### config.mk
export PLATFORM = sky130hd
export DESIGN_NAME = queue_with_positional_access
export DESIGN_NICKNAME = d
export VERILOG_FILES = /design/src/hw/rtl/qpa_pkg.sv /design/src/hw/rtl/qpa_ram.sv /design/src/hw/rtl/qpa_ctrl.sv /design/src/hw/rtl/queue_with_positional_access.sv
export VERILOG_INCLUDE_DIRS = /design/src /design/src/hw/rtl
export SDC_FILE = /design/constraint.sdc
export NUM_CORES = 1
export LEC_CHECK = 0
export ABC_AREA = 1
export BUFFER_PORTS_ARGS = -buffer_cell sky130_fd_sc_hd__buf_2
export CORE_MARGIN = 4
export CORE_UTILIZATION = 44
export CTS_CLUSTER_SIZE = 40
export DETAILED_ROUTE_END_ITERATION = 10
export SYNTH_ARGS = -nofsm -noshare
export SYNTH_HDL_FRONTEND = slang
export SYNTH_HIERARCHICAL = 1
export SYNTH_SLANG_ARGS = --single-unit
### constraint.sdc
create_clock -name clk -period 5.4 [get_ports clk]
set_input_delay 0.81 -clock clk [delete_from_list [all_inputs] [get_ports clk]]
set_output_delay 0.81 -clock clk [all_outputs]
set_load 0.05 [all_outputs]
### src/hw/rtl/assert_macros.svh
// Assertion macros used by the top-level RTL file.
`ifndef ASSERT_MACROS_SVH
`define ASSERT_MACROS_SVH

// Check that cons holds in the same cycle as ante.
`define ASSERT_IMPLY(lbl, clk, rst, ante, cons) \
  lbl: assert property (@(posedge clk) disable iff (rst) (ante) |-> (cons)) \
    else $error("same-cycle implication failed");

// Check that cons holds in the cycle after ante.
`define ASSERT_NEXT(lbl, clk, rst, ante, cons) \
  lbl: assert property (@(posedge clk) disable iff (rst) (ante) |=> (cons)) \
    else $error("next-cycle implication failed");

`endif

### src/hw/rtl/qpa_pkg.sv
// Package with types and constants of the positional-access queue.
`timescale 1ns / 1ps
package qpa_pkg;

  localparam int DEPTH_DEF      = 16;
  localparam int DATA_WIDTH_DEF = 32;
  localparam int FUNC_W         = 3;
  localparam int POS_W          = 5;
  localparam int CNT_W          = 5;

  typedef logic [FUNC_W-1:0] func_t;

  localparam func_t FN_PUSH   = 3'd0;
  localparam func_t FN_TAKE   = 3'd1;
  localparam func_t FN_READ   = 3'd2;
  localparam func_t FN_DELETE = 3'd3;
  localparam func_t FN_CLEAR  = 3'd4;

  typedef enum logic [1:0] {
    ST_OK     = 2'd0,
    ST_FULL   = 2'd1,
    ST_EMPTY  = 2'd2,
    ST_BADPOS = 2'd3
  } status_t;

  typedef enum logic [1:0] {
    S_IDLE,
    S_EXEC,
    S_RDWAIT,
    S_SHIFT
  } state_t;

  typedef struct packed {
    logic    valid;
    status_t status;
  } res_t;

endpackage

### src/hw/rtl/qpa_ram.sv
// Generic simple dual-port RAM with registered read.
`timescale 1ns / 1ps
module qpa_ram #(
  parameter int WIDTH = qpa_pkg::DATA_WIDTH_DEF,
  parameter int DEPTH = qpa_pkg::DEPTH_DEF,
  localparam int AW = (DEPTH > 1) ? $clog2(DEPTH) : 1
) (
  input  logic             clk,
  input  logic             we,
  input  logic [AW-1:0]    waddr,
  input  logic [WIDTH-1:0] wdata,
  input  logic [AW-1:0]    raddr,
  output logic [WIDTH-1:0] rdata
);

  logic [WIDTH-1:0] mem [DEPTH];

  always_ff @(posedge clk) begin
    if (we) begin
      mem[waddr] <= wdata;
    end
    rdata <= mem[raddr];
  end

endmodule

### src/hw/rtl/qpa_ctrl.sv
// Command sequencer: ring pointers, occupancy and read-modify-write over the RAM.
`timescale 1ns / 1ps
module qpa_ctrl #(
  parameter int DEPTH      = qpa_pkg::DEPTH_DEF,
  parameter int DATA_WIDTH = qpa_pkg::DATA_WIDTH_DEF,
  localparam int AW = (DEPTH > 1) ? $clog2(DEPTH) : 1
) (
  input  logic                       clk,
  input  logic                       rst,
  input  logic                       start,
  input  qpa_pkg::func_t             func,
  input  logic [DATA_WIDTH-1:0]      data_in,
  input  logic [qpa_pkg::POS_W-1:0]  position,
  output logic                       busy,
  output logic                       ram_we,
  output logic [AW-1:0]              ram_waddr,
  output logic [DATA_WIDTH-1:0]      ram_wdata,
  output logic [AW-1:0]              ram_raddr,
  input  logic [DATA_WIDTH-1:0]      ram_rdata,
  output qpa_pkg::res_t              fin,
  output logic [DATA_WIDTH-1:0]      fin_data,
  output logic [qpa_pkg::CNT_W-1:0]  fin_count
);

  localparam int OW = $clog2(DEPTH + 1);
  localparam int CW = (OW > qpa_pkg::POS_W) ? OW : qpa_pkg::POS_W;
  localparam int MW = (OW > qpa_pkg::CNT_W) ? OW : qpa_pkg::CNT_W;
  localparam logic [AW:0]   DEPTH_A = (AW + 1)'(DEPTH);
  localparam logic [OW-1:0] DEPTH_O = OW'(DEPTH);

  function automatic logic [AW-1:0] wrap_add(logic [AW-1:0] a, logic [AW-1:0] b);
    logic [AW:0] s;
    s = {1'b0, a} + {1'b0, b};
    if (s >= DEPTH_A) begin
      s = s - DEPTH_A;
    end
    return s[AW-1:0];
  endfunction

  qpa_pkg::state_t state, state_next;
  logic [AW-1:0] head, head_next;
  logic [OW-1:0] occ, occ_next;
  qpa_pkg::func_t cmd_func, cmd_func_next;
  logic [DATA_WIDTH-1:0] cmd_data, cmd_data_next;
  logic [qpa_pkg::POS_W-1:0] cmd_pos, cmd_pos_next;
  logic [AW-1:0] waddr, waddr_next;
  logic [AW-1:0] raddr, raddr_next;
  logic [OW-1:0] left, left_next;

  logic [CW-1:0] pos_w, occ_w;
  logic          pos_ok, pos_last;
  logic [AW-1:0] pos_addr, pos_addr_inc, tail;
  logic          need_read, need_shift;
  logic [MW-1:0] cnt_w;

  assign pos_w        = CW'(cmd_pos);
  assign occ_w        = CW'(occ);
  assign pos_ok       = (cmd_pos != '0) && (pos_w <= occ_w);
  assign pos_last     = (pos_w == occ_w);
  assign pos_addr     = wrap_add(head, AW'(pos_w - CW'(1)));
  assign pos_addr_inc = wrap_add(pos_addr, AW'(1));
  assign tail         = wrap_add(head, AW'(occ));
  assign need_read    = ((cmd_func == qpa_pkg::FN_TAKE) && (occ != '0)) ||
                        ((cmd_func == qpa_pkg::FN_READ) && pos_ok);
  assign need_shift   = (cmd_func == qpa_pkg::FN_DELETE) && pos_ok && !pos_last;

  always_comb begin
    state_next = state;
    case (state)
      qpa_pkg::S_IDLE: begin
        if (start) begin
          state_next = qpa_pkg::S_EXEC;
        end
      end
      qpa_pkg::S_EXEC: begin
        if (need_read) begin
          state_next = qpa_pkg::S_RDWAIT;
        end else if (need_shift) begin
          state_next = qpa_pkg::S_SHIFT;
        end else begin
          state_next = qpa_pkg::S_IDLE;
        end
      end
      qpa_pkg::S_RDWAIT: begin
        state_next = qpa_pkg::S_IDLE;
      end
      qpa_pkg::S_SHIFT: begin
        if (left <= OW'(1)) begin
          state_next = qpa_pkg::S_IDLE;
        end
      end
      default: begin
        state_next = qpa_pkg::S_IDLE;
      end
    endcase
  end

  always_comb begin
    busy          = (state != qpa_pkg::S_IDLE);
    ram_we        = 1'b0;
    ram_waddr     = waddr;
    ram_wdata     = cmd_data;
    ram_raddr     = raddr;
    fin.valid     = 1'b0;
    fin.status    = qpa_pkg::ST_OK;
    fin_data      = '0;
    head_next     = head;
    occ_next      = occ;
    cmd_func_next = cmd_func;
    cmd_data_next = cmd_data;
    cmd_pos_next  = cmd_pos;
    waddr_next    = waddr;
    raddr_next    = raddr;
    left_next     = left;
    case (state)
      qpa_pkg::S_IDLE: begin
        if (start) begin
          cmd_func_next = func;
          cmd_data_next = data_in;
          cmd_pos_next  = position;
        end
      end
      qpa_pkg::S_EXEC: begin
        case (cmd_func)
          qpa_pkg::FN_PUSH: begin
            fin.valid = 1'b1;
            if (occ == DEPTH_O) begin
              fin.status = qpa_pkg::ST_FULL;
            end else begin
              ram_we    = 1'b1;
              ram_waddr = tail;
              occ_next  = occ + OW'(1);
            end
          end
          qpa_pkg::FN_TAKE: begin
            if (occ == '0) begin
              fin.valid  = 1'b1;
              fin.status = qpa_pkg::ST_EMPTY;
            end else begin
              ram_raddr = head;
            end
          end
          qpa_pkg::FN_READ: begin
            if (!pos_ok) begin
              fin.valid  = 1'b1;
              fin.status = qpa_pkg::ST_BADPOS;
            end else begin
              ram_raddr = pos_addr;
            end
          end
          qpa_pkg::FN_DELETE: begin
            if (!pos_ok) begin
              fin.valid  = 1'b1;
              fin.status = qpa_pkg::ST_BADPOS;
            end else if (pos_last) begin
              fin.valid = 1'b1;
              occ_next  = occ - OW'(1);
            end else begin
              ram_raddr  = pos_addr_inc;
              raddr_next = pos_addr_inc;
              waddr_next = pos_addr;
              left_next  = OW'(occ_w - pos_w);
            end
          end
          qpa_pkg::FN_CLEAR: begin
            fin.valid = 1'b1;
            occ_next  = '0;
          end
          default: begin
            fin.valid = 1'b1;
          end
        endcase
      end
      qpa_pkg::S_RDWAIT: begin
        fin.valid = 1'b1;
        fin_data  = ram_rdata;
        if (cmd_func == qpa_pkg::FN_TAKE) begin
          head_next = wrap_add(head, AW'(1));
          occ_next  = occ - OW'(1);
        end
      end
      qpa_pkg::S_SHIFT: begin
        ram_we     = 1'b1;
        ram_wdata  = ram_rdata;
        waddr_next = raddr;
        if (left > OW'(1)) begin
          ram_raddr  = wrap_add(raddr, AW'(1));
          raddr_next = wrap_add(raddr, AW'(1));
          left_next  = left - OW'(1);
        end else begin
          fin.valid = 1'b1;
          occ_next  = occ - OW'(1);
        end
      end
      default: begin
      end
    endcase
    cnt_w     = MW'(occ_next);
    fin_count = cnt_w[qpa_pkg::CNT_W-1:0];
  end

  always_ff @(posedge clk) begin
    if (rst) begin
      state <= qpa_pkg::S_IDLE;
      head  <= '0;
      occ   <= '0;
    end else begin
      state <= state_next;
      head  <= head_next;
      occ   <= occ_next;
    end
  end

  always_ff @(posedge clk) begin
    cmd_func <= cmd_func_next;
    cmd_data <= cmd_data_next;
    cmd_pos  <= cmd_pos_next;
    waddr    <= waddr_next;
    raddr    <= raddr_next;
    left     <= left_next;
  end

endmodule

### src/hw/rtl/queue_with_positional_access.sv
// Top level of the bounded queue with positional read and delete.
//
// Usage: drive func, data_in and position with start high; the command is
// taken at a rising edge where start is high and busy is low. busy stays
// high while the command runs. Every command gives exactly one result: done
// is high for one cycle with data_out, status and count (count is the number
// of stored words after the command). The receiver cannot stall; results are
// never held back and simply appear one cycle each.
// Steps after the accepting edge: push, clear, refused commands and unused
// codes finish in the execute state; take and read go on to a wait state for
// one RAM read; delete at the last position finishes in the execute state,
// otherwise it shifts, one RAM read and write-back per word that moves toward
// the front. done is registered from the final state's result, and busy is
// already low in the cycle where done is high, so the next command can be
// taken at the edge that ends the result, not before the last one is done.
// Reset clears the occupancy and the front pointer; RAM contents are left
// as they are and only written entries are ever read.
`timescale 1ns / 1ps
`include "assert_macros.svh"
module queue_with_positional_access #(
  parameter int DEPTH      = qpa_pkg::DEPTH_DEF,
  parameter int DATA_WIDTH = qpa_pkg::DATA_WIDTH_DEF
) (
  input  logic                       clk,
  input  logic                       rst,
  input  logic                       start,
  output logic                       busy,
  input  logic [qpa_pkg::FUNC_W-1:0] func,
  input  logic [DATA_WIDTH-1:0]      data_in,
  input  logic [qpa_pkg::POS_W-1:0]  position,
  output logic                       done,
  output logic [DATA_WIDTH-1:0]      data_out,
  output logic [1:0]                 status,
  output logic [qpa_pkg::CNT_W-1:0]  count
);

  localparam int AW = (DEPTH > 1) ? $clog2(DEPTH) : 1;

  logic                      ram_we;
  logic [AW-1:0]             ram_waddr;
  logic [DATA_WIDTH-1:0]     ram_wdata;
  logic [AW-1:0]             ram_raddr;
  logic [DATA_WIDTH-1:0]     ram_rdata;
  qpa_pkg::res_t             fin;
  logic [DATA_WIDTH-1:0]     fin_data;
  logic [qpa_pkg::CNT_W-1:0] fin_count;

  qpa_ram #(
    .WIDTH (DATA_WIDTH),
    .DEPTH (DEPTH)
  ) u_ram (
    .clk   (clk),
    .we    (ram_we),
    .waddr (ram_waddr),
    .wdata (ram_wdata),
    .raddr (ram_raddr),
    .rdata (ram_rdata)
  );

  qpa_ctrl #(
    .DEPTH      (DEPTH),
    .DATA_WIDTH (DATA_WIDTH)
  ) u_ctrl (
    .clk       (clk),
    .rst       (rst),
    .start     (start),
    .func      (func),
    .data_in   (data_in),
    .position  (position),
    .busy      (busy),
    .ram_we    (ram_we),
    .ram_waddr (ram_waddr),
    .ram_wdata (ram_wdata),
    .ram_raddr (ram_raddr),
    .ram_rdata (ram_rdata),
    .fin       (fin),
    .fin_data  (fin_data),
    .fin_count (fin_count)
  );

  always_ff @(posedge clk) begin
    if (rst) begin
      done <= 1'b0;
    end else begin
      done <= fin.valid;
    end
  end

  always_ff @(posedge clk) begin
    data_out <= fin_data;
    status   <= fin.status;
    count    <= fin_count;
  end

  `ASSERT_NEXT(a_accept_busy, clk, rst, start && !busy, busy)
  `ASSERT_IMPLY(a_err_zero, clk, rst, done && (status != qpa_pkg::ST_OK), data_out == '0)
  `ASSERT_IMPLY(a_we_busy, clk, rst, ram_we, busy)
  `ASSERT_IMPLY(a_fin_busy, clk, rst, fin.valid, busy)

endmodule
Word-level counts from Yosys, hierarchy flattened
Memories as Yosys holds them, arrays and structs flattened. A register that Yosys moved wholly into a read port is not among the register bits.
Index checks and enable logic that the tools add are counted.
Widths: inputs -> output; s select.
Word-level totals
  bits in registers: 104
  bits in writable memories: 512
  input port bits: 43
  output and inout bits: 41
  logic and storage cells: 126
  memories: 1
Cells by class
  add/sub/neg operators: 15
  $lt $le $gt $ge: 8
  equality and inequality tests: 15
  mux-type cells: 54
  reduce and logical (&&, ||, !) cells: 20
Memory list
  u_ram.mem: depth 16, bits a word 32, rd ports 1, clocked after Yosys merged registers in 1, write ports 1, line qpa_ram.sv:16  | logic [WIDTH-1:0] mem [DEPTH];
Operators with widths (count)
  $mux 4: 17
  $mux 5: 9
  $mux 32: 1
  $pmux 5 s3: 2
  $ge 5x5->1 const B: 5
  $pmux 4 s2: 3
  $sub 4x1->4 const B: 6
  $pmux 2 s4: 2
  $add 4x1->5 const B: 3
  $pmux 4 s3: 1
  $add 4x4->5: 2
  $mux 2: 5
  $pmux 5 s2: 1
  $reduce_bool 5->1: 2
  $sub 5x1->5 const B: 2
  $mux 1: 8
  $ne 2x1->1 const B: 4
  $reduce_and 2->1: 4
  $eq 3x2->1 const B: 2
  $mux 3: 2
  $pmux 1 s3: 2
  $add 5x1->5 const B: 1
  $eq 5x5->1: 1
  $eq 5x5->1 const B: 1
  other kinds (19): 26

Logic depth before layout (Yosys ltp)
Gate-level depths: netlist (run 1).
  word-level depth: 11
  mapped depth: 22
  mapped depth without buffers: 19

Modules after synthesis
Netlist (run 1), hierarchy kept.
Modules (own cells, without submodules)
  qpa_ram: instances 1, cells an instance 2120, area each 22730.6 um^2, sequential area each 16015.4 um^2
  qpa_ctrl: instances 1, cells an instance 581, area each 4474.3 um^2, sequential area each 1811.7 um^2
  queue_with_positional_access: instances 1, cells an instance 42, area each 810.8 um^2, sequential area each 800.8 um^2

Worst setup path before layout (run 1)
OpenSTA, ideal clock, no wires.
  path kind: register to register
  start point: register u_ctrl.occ[1]
  end point: memory u_ram/mem[4][0] in the netlist's numbering (enable)
  library setup time: 0.421 ns
  arrival time: 3.100 ns
  required time: 4.979 ns
  path slack: 1.879 ns
  stages on the path, launching flop included: 11
  buffers on the path: 0
  cells stage by stage: dfxtp_1 -> inv_1 -> ha_1 -> nand2_2 -> nor2_4 -> nand2_1 -> nand2_1 -> nor2_1 -> mux2_2 -> nand3b_1 -> nor2_1
Between the ends
  word-level cells in the longest chain between the ends: 6
  elaborated cells on any way between the ends: 13
  classes of those cells: add/sub (2); order compare (1); eq/ne (1); mux (9)
RTL lines
  start, declared: line qpa_ctrl.sv:42  | logic [OW-1:0] occ, occ_next;
  start signal, assigned: line qpa_ctrl.sv:210  | occ <= occ_next;
  $add 4x4->5: line qpa_ctrl.sv:33  | s = {1'b0, a} + {1'b0, b};
  $sub 4x1->4 / $ge 5x5->1 (equally long branches): line qpa_ctrl.sv:35, qpa_ctrl.sv:34
  $mux 4: line qpa_ctrl.sv:34  | if (s >= DEPTH_A) begin
  $mux 4 (*): line qpa_ctrl.sv:127  | if (occ == DEPTH_O) begin
  $mux 4 (*): line qpa_ctrl.sv:124  | case (cmd_func)
  $mux 4 (*): line qpa_ctrl.sv:115  | case (state)
  named net ram_waddr[3]: line queue_with_positional_access.sv:40  | logic [AW-1:0] ram_waddr;
  end, declared: line qpa_ram.sv:16
The timed path passes the listed nets; every way through them passes the cells marked *.

Final worst setup path (run 1)
  start point: register u_ctrl.occ[2]
  end point: register u_ram.rdata[24], read port of u_ram.mem
Between the ends
  word-level cells in the longest chain between the ends: 5
  elaborated cells on any way between the ends: 10
  classes of those cells: order compare (1); eq/ne (1); mux (6); reduce/logical (2)
RTL lines
  $le 5x5->1 / $eq 5x5->1 (equally long branches): line qpa_ctrl.sv:58, qpa_ctrl.sv:59
  $logic_and 1x1->1 / $mux 4 (equally long branches): line qpa_ctrl.sv:58, qpa_ctrl.sv:155
  $mux 4 (on tied branches): line qpa_ctrl.sv:152, qpa_ctrl.sv:144
  $pmux 4 s3 (*): line qpa_ctrl.sv:124
  $pmux 4 s2 (*): line qpa_ctrl.sv:115
  named net ram_raddr[0]: line queue_with_positional_access.sv:42  | logic [AW-1:0] ram_raddr;
  end, declared: line qpa_ram.sv:13  | output logic [WIDTH-1:0] rdata
Marks and branches as above.
A chain may end at the register's enable or synchronous reset.

==> metrics.csv, run 1 <==
metric;value;unit
ant_nets;0;
postCtsSetupRepairBufs;0;
synth_nets;2808;
layout_common_cells;802 x nand2_1, 565 x edfxtp_1, 471 x inv_1, 424 x nand3_1;
drc;0;
cts.clk_slew.worst_paths;0.06;ns
layout_commonest_cell;nand2_1;
min_period;4.16;ns
worst_ep_arrival_time;4.64;ns
grt_use_total;0.204;
r2r_end;u_ram/rdata[24];
antenna_found_initial;1;
reg2reg_slack;1.24;ns
coreArea;0.0631;mm2
hold_end;u_ctrl/cmd_data[1];
min_from;data_in[1];
dpl.cell_count;3618;
insertedDiodeCount;0;
yosys_warnings;6;
nNetsFinal;2909;
relSlewSlack;0.214;
hp-class;input pin to flip-flop;
cts_buffer_depth;3;
avgSynthCellArea;10.2;um2
clk_latency;0.60;ns
status;complete, no violations;
start_util;0.444;
use_met1;0.286;
die_h;260;um
r2r-start;u_ctrl/occ[2];
setup_tns;0;ns
cts_max_level;3;
synth_edf_count;565;
ys.flop_type;edfxtp_1;
p_per_area;345;mW/mm2
layout.cells.non_filler;3747;
fp.dieArea;0.0678;mm2
ys_seq_elements;648;
synthesis.instances;2743;
dp_hpwl;37100;um
grtUsageMet3;0.0281;
top_usage_layer;met2;
slew_violations;0;
endpoint_kind;flip-flop;
vdd_ir_drop_max;0.000232;V
min_period_over_period;0.771;
cts-root-buf;clkbuf_16;
clock_sinks;648;
cp_max_fo;100;
layout-drive-gt1-share;0.109;
cts-hold-fix-buffers;0;
drt_wl_total;69500;um
drt_iter0_drc;1649;
worstPathRequired;5.88;ns
cts-buffers-inserted;70;
viasPerCell;5.07;
crit_path_start_kind;flip-flop;
maxCapViolations;0;
gp_routability_congestion;0.910;
fin_skew;0.0263;ns
syn_area;0.0280;mm2
gr-total-overflow;0;
ys_async_sr_fraction;0;
setup_viol;0;
rr_worst_depth;18;
nFillCells;5691;
die_w;260;um
port_buffers;83;
vias;19000;
rsz0062_at_grt;no;
grt_pass1_vias;18500;
fmax;240;MHz
firstDrtPassIters;6;
final_area;0.0318;mm2
grt_pass1_wl;107000;um
num_rows;92;
detail_route.wl_per_cell;18.5;um
path_class;flip-flop to flip-flop;
grt_max_degree;230;
power;11.0;mW
post_cts_resized;0;
synthDistinctLibCells;45;
io_pins;84;
ys_seq_area_frac;0.665;
worst_pin_slew;1.17;ns
power_leakage;13.8;nW
whs_path_depth;1;
hold_violations;0;
cts_tree;built;
area_delta_synth_final;13.3;%
dpl-instance-area;0.0295;mm2
use_met2;0.332;
## through the flow
step                      hold WS [ns]  utilization  setup WS [ns]
after detailed placement         0.421        0.467           1.33
after floorplan                  0.410            -           1.88
final                            0.379        0.503           1.24
after global placement           0.418        0.467           1.44
after global routing             0.360        0.503          0.971
after CTS                        0.340        0.503           1.29
## synth_stat cells (3+ instances only)
library cell,instances,share of area
a21oi_1,21,0.0038
a31oi_1,4,0.00089
buf_1,16,0.0021
buf_2,44,0.0079
buf_4,6,0.0016
buf_6,29,0.012
clkbuf_1,23,0.0031
dfxtp_1,83,0.059
edfxtp_1,565,0.61
fa_1,3,0.0021
ha_1,19,0.0085
inv_1,474,0.064
inv_2,15,0.0020
nand2_1,803,0.11
nand2_2,7,0.0016
nand2_4,4,0.0016
nand3_1,426,0.076
nand3_2,5,0.0018
nand3b_1,8,0.0021
nand4_1,6,0.0013
nor2_1,77,0.010
nor2_4,5,0.0020
nor3_1,3,0.00054
o211ai_1,3,0.00080
o21ai_0,51,0.0091
o21ai_1,8,0.0014
o22ai_1,3,0.00067
xnor2_1,4,0.0013
xor2_1,8,0.0025
## per-layer routing
metal / routed length, um / share of wire
met2: 32400 / 0.47
met1: 30700 / 0.44
met5: 0 / 0
met3: 4490 / 0.065
met4: 1780 / 0.026
## how the worst max path moves through the flow
| stage | start | endpoint | cells past startpoint |
|---|---|---|---|
| after global routing | u_ctrl/occ[2] | u_ram/rdata[28] | 18 |
| after global placement | u_ctrl/cmd_pos[3] | u_ram/rdata[24] | 19 |
| final | u_ctrl/occ[2] | u_ram/rdata[24] | 18 |
| after floorplan | u_ctrl/occ[1] | u_ram/mem[4][0] | 10 |
| after CTS | u_ctrl/occ[2] | u_ram/rdata[11] | 18 |
| after detailed placement | u_ctrl/occ[2] | u_ram/rdata[24] | 18 |
## power breakdown
part | internal (mW) | total (mW) | switching [mW]
Combinational | 0.185 | 0.650 | 0.465
Clock | 2.84 | 4.77 | 1.92
Sequential | 5.51 | 5.54 | 0.0260
## area by class of cell
cell class                 instances  area (um2)  area share
clock inverter                    24         230     0.00725
clock buffer                     105        2070      0.0651
multi-input combinational       1486        6940       0.219
sequential                       648       18600       0.587
timing repair buffer             148         978      0.0308
tap                              846        1060      0.0333
inverter                         490        1850      0.0582
## flip-flops by register name (all words and copies together) (netlist names), 4 cells and up
signal           cells
u_ctrl/occ           5
u_ctrl/cmd_pos       5
data_out            32
u_ram/rdata         32
u_ctrl/head          4
count                5
u_ram/mem          512
u_ctrl/left          5
u_ctrl/cmd_data     32
u_ctrl/waddr         4
u_ctrl/raddr         4
## critical path, stage by stage, from the launching register on
cell,delay [ns]
dfxtp_1,0.55
ha_1,0.36
nand2_1,0.09
nand2_1,0.06
a21oi_1,0.23
nand2_1,0.16
nand3_2,0.16
nand2_1,0.09
nand3_1,0.08
nand3b_1,0.08
nand2_1,0.11
nand3_4,0.33
inv_6,0.70
buf_4,0.45
nand2_1,0.09
nand3_1,0.09
nand3_1,0.10
nand3_1,0.13
nand2_1,0.07
## cell families after synthesis
group | after synthesis | share of synthesized area
AO/OA/AOI/OAI | 100 | 0.0198
AND/OR/NAND/NOR | 1350 | 0.207
adder cells (fa/ha/maj) | 22 | 0.0106
multiplexers | 2 | 0.000759
flip-flops | 648 | 0.665
XOR/XNOR | 12 | 0.00375
buffers and inverters | 609 | 0.0928
(Power assumes the default switching activity.)
==> inputs of run 2 (changes only) <==
==> constraint.sdc (replaced) <==
create_clock -name clk -period 3.8 [get_ports clk]
set_input_delay 0.57 -clock clk [delete_from_list [all_inputs] [get_ports clk]]
set_output_delay 0.57 -clock clk [all_outputs]
set_load 0.05 [all_outputs]
==> metrics.csv, run 2 (synthesized netlist as in run 1, its figures left out) <==
metric;value;unit;change
gr-total-overflow;0;;unchanged
cts-hold-fix-buffers;0;;unchanged
grt_pass1_vias;18700;;+1.3%
relSlewSlack;0.349;;+0.135
grt_pass1_wl;110000;um;+3.2%
die_w;260;um;unchanged
r2r_end;u_ram/rdata[6];;
layout-drive-gt1-share;0.119;;+0.00980
min_period;3.56;ns;-0.604 ns
p_per_area;488;mW/mm2;+42%
crit_path_end;u_ram/rdata[6];;
insertedDiodeCount;0;;unchanged
worst_ep_arrival_time;4.04;ns;-0.60 ns
cts-buffers-inserted;73;;+4.3%
gp_routability_congestion;0.862;;-5.3%
viasPerCell;5.04;;-0.54%
fin_skew;0.0235;ns;-0.00278 ns
rsz0062_at_grt;no;;
status;complete, no violations;;
detail_route.wl_per_cell;19.0;um;+2.4%
setup_tns;0;ns;unchanged
fp.dieArea;0.0678;mm2;unchanged
pre_cts_ws;0.258;ns;-1.07 ns
rr_worst_depth;18;;unchanged
post_cts_resized;0;;unchanged
largest_register;u_ram/mem;;
die_h;260;um;unchanged
coreArea;0.0631;mm2;unchanged
setup_viol;0;;unchanged
area_delta_synth_final;15.0;%;
setup_ws;0.242;ns;-0.996 ns
drt_iter0_drc;1744;;+5.8%
crit_path_start_kind;flip-flop;;
layout_commonest_cell;nand2_1;;
postCtsSetupRepairBufs;0;;unchanged
drt_wl_total;71700;um;+3.2%
power;15.7;mW;+44%
critPathLaunch;u_ctrl/cmd_pos[3];;
vias;19000;;+0.25%
vdd_ir_drop_max;0.000297;V;+28%
path_class;flip-flop to flip-flop;;
firstDrtPassIters;5;;-1
largest_reg_flops;512;;unchanged
final_area;0.0322;mm2;+1.4%
fmax;281;MHz;+17%
num_rows;92;;unchanged
nNetsFinal;2937;;+0.96%
endpoint_kind;flip-flop;;
cp_max_fo;163;;+63%
cts_max_level;3;;unchanged
hold_violations;0;;unchanged
grt_use_total;0.212;;+0.00757
grt_max_degree;164;;-29%
dp_hpwl;40800;um;+9.9%
ant_nets;0;;unchanged
start_util;0.444;;unchanged
slew_violations;0;;unchanged
layout_common_cells;802 x nand2_1, 565 x edfxtp_1, 471 x inv_1, 424 x nand3_1;;
maxCapViolations;0;;unchanged
clock_sinks;648;;unchanged
worst_pin_slew;0.977;ns;-0.195 ns
antenna_found_initial;1;;unchanged
nFillCells;5685;;-0.11%
port_buffers;83;;unchanged
io_pins;84;;unchanged
cts_buffer_depth;3;;unchanged
cts_tree;built;;
hp-class;input pin to flip-flop;;
cts-root-buf;clkbuf_16;;
drc;0;;unchanged
r2r-start;u_ctrl/cmd_pos[3];;
cts.clk_slew.worst_paths;0.06;ns;about the same
power_leakage;14.0;nW;+1.5%
reg2reg_slack;0.24;ns;-1.00 ns
worstPathRequired;4.28;ns;-1.60 ns
dpl-instance-area;0.0298;mm2;+1.3%
clk_latency;0.61;ns;about the same
min_period_over_period;0.936;;+0.166
## run 2: cell types whose count changed in the layout (fill, tap and decap cells not counted), moves of 2 or more
cell / previous run / this run
buf_12: 6 / 22
buf_4: 59 / 68
o21ai_0: 46 / 51
o21ai_1: 13 / 8
clkbuf_1: 21 / 18
clkbuf_16: 74 / 77
clkbuf_8: 10 / 7
clkinvlp_4: 1 / 4
clkinv_2: 7 / 9
## run 2: worst min path at each step
| stage | slack [ns] | depth (start not counted) | end | startpoint |
|---|---|---|---|---|
| after floorplan | 0.41 | 2 | data_out[0] | u_ram/rdata[0] |
| after global placement | 0.42 | 2 | data_out[20] | u_ram/rdata[20] |
| after detailed placement | 0.42 | 2 | data_out[23] | u_ram/rdata[23] |
| after CTS | 0.1 | 1 | u_ctrl/cmd_data[5] | data_in[5] |
| after global routing | 0.10 | 1 | u_ctrl/cmd_data[6] | data_in[6] |
| final | 0.14 | 1 | u_ctrl/cmd_data[11] | data_in[11] |
## run 2: metal layers
| layer | vias to the layer above | global-route usage | wire [um] | share of wire |
|---|---|---|---|---|
| met4 | 0 | 0.0637 | 1530 | 0.021 |
| met1 | 9234 | 0.294 | 32300 | 0.45 |
| met5 | - | 0 | 0 | 0 |
| met2 | 551 | 0.347 | 34100 | 0.48 |
| met3 | 108 | 0.0331 | 3820 | 0.053 |
| li1 | 9142 | - | - | - |
## run 2: cell type report
class | instances | area [um2] | area share
clock inverter | 32 | 277 | 0.00858
tap | 846 | 1060 | 0.0329
timing repair buffer | 173 | 1370 | 0.0424
inverter | 490 | 1850 | 0.0574
sequential | 648 | 18600 | 0.578
multi-input combinational | 1486 | 6940 | 0.215
clock buffer | 102 | 2090 | 0.0649
## run 2: per-stage QoR
stage | cells | util | hold WS (ns)
2_1_floorplan | 2743 | - | 0.410
3_3_place_gp | 3643 | 0.473 | 0.422
3_5_place_dp | 3643 | 0.473 | 0.421
4_1_cts | 3777 | 0.511 | 0.0988
5_1_grt | 3777 | 0.511 | 0.103
6_report | 3777 | 0.511 | 0.140
## run 2: worst max-delay path, stage by stage (launching register included)
cell	delay, ns
edfxtp_1	0.40
inv_1	0.14
ha_1	0.38
nand2_1	0.10
nor2_1	0.16
nand2_2	0.13
nand3_2	0.17
nand2_2	0.16
nand2_1	0.09
nand3_1	0.06
nand3b_1	0.11
nand2_1	0.09
nand3_4	0.15
buf_12	0.45
nand2_1	0.13
nand3_1	0.12
nand3_1	0.09
nand3_1	0.10
nand2_1	0.10
## run 2: power by group
group | leakage (nW) | total, mW | switching (mW) | internal [mW]
Sequential | 5.78 | 7.87 | 0.0375 | 7.83
Combinational | 7.03 | 0.953 | 0.671 | 0.282
Clock | 1.15 | 6.91 | 2.78 | 4.12
Total | 14.0 | 15.7 | 3.49 | 12.2
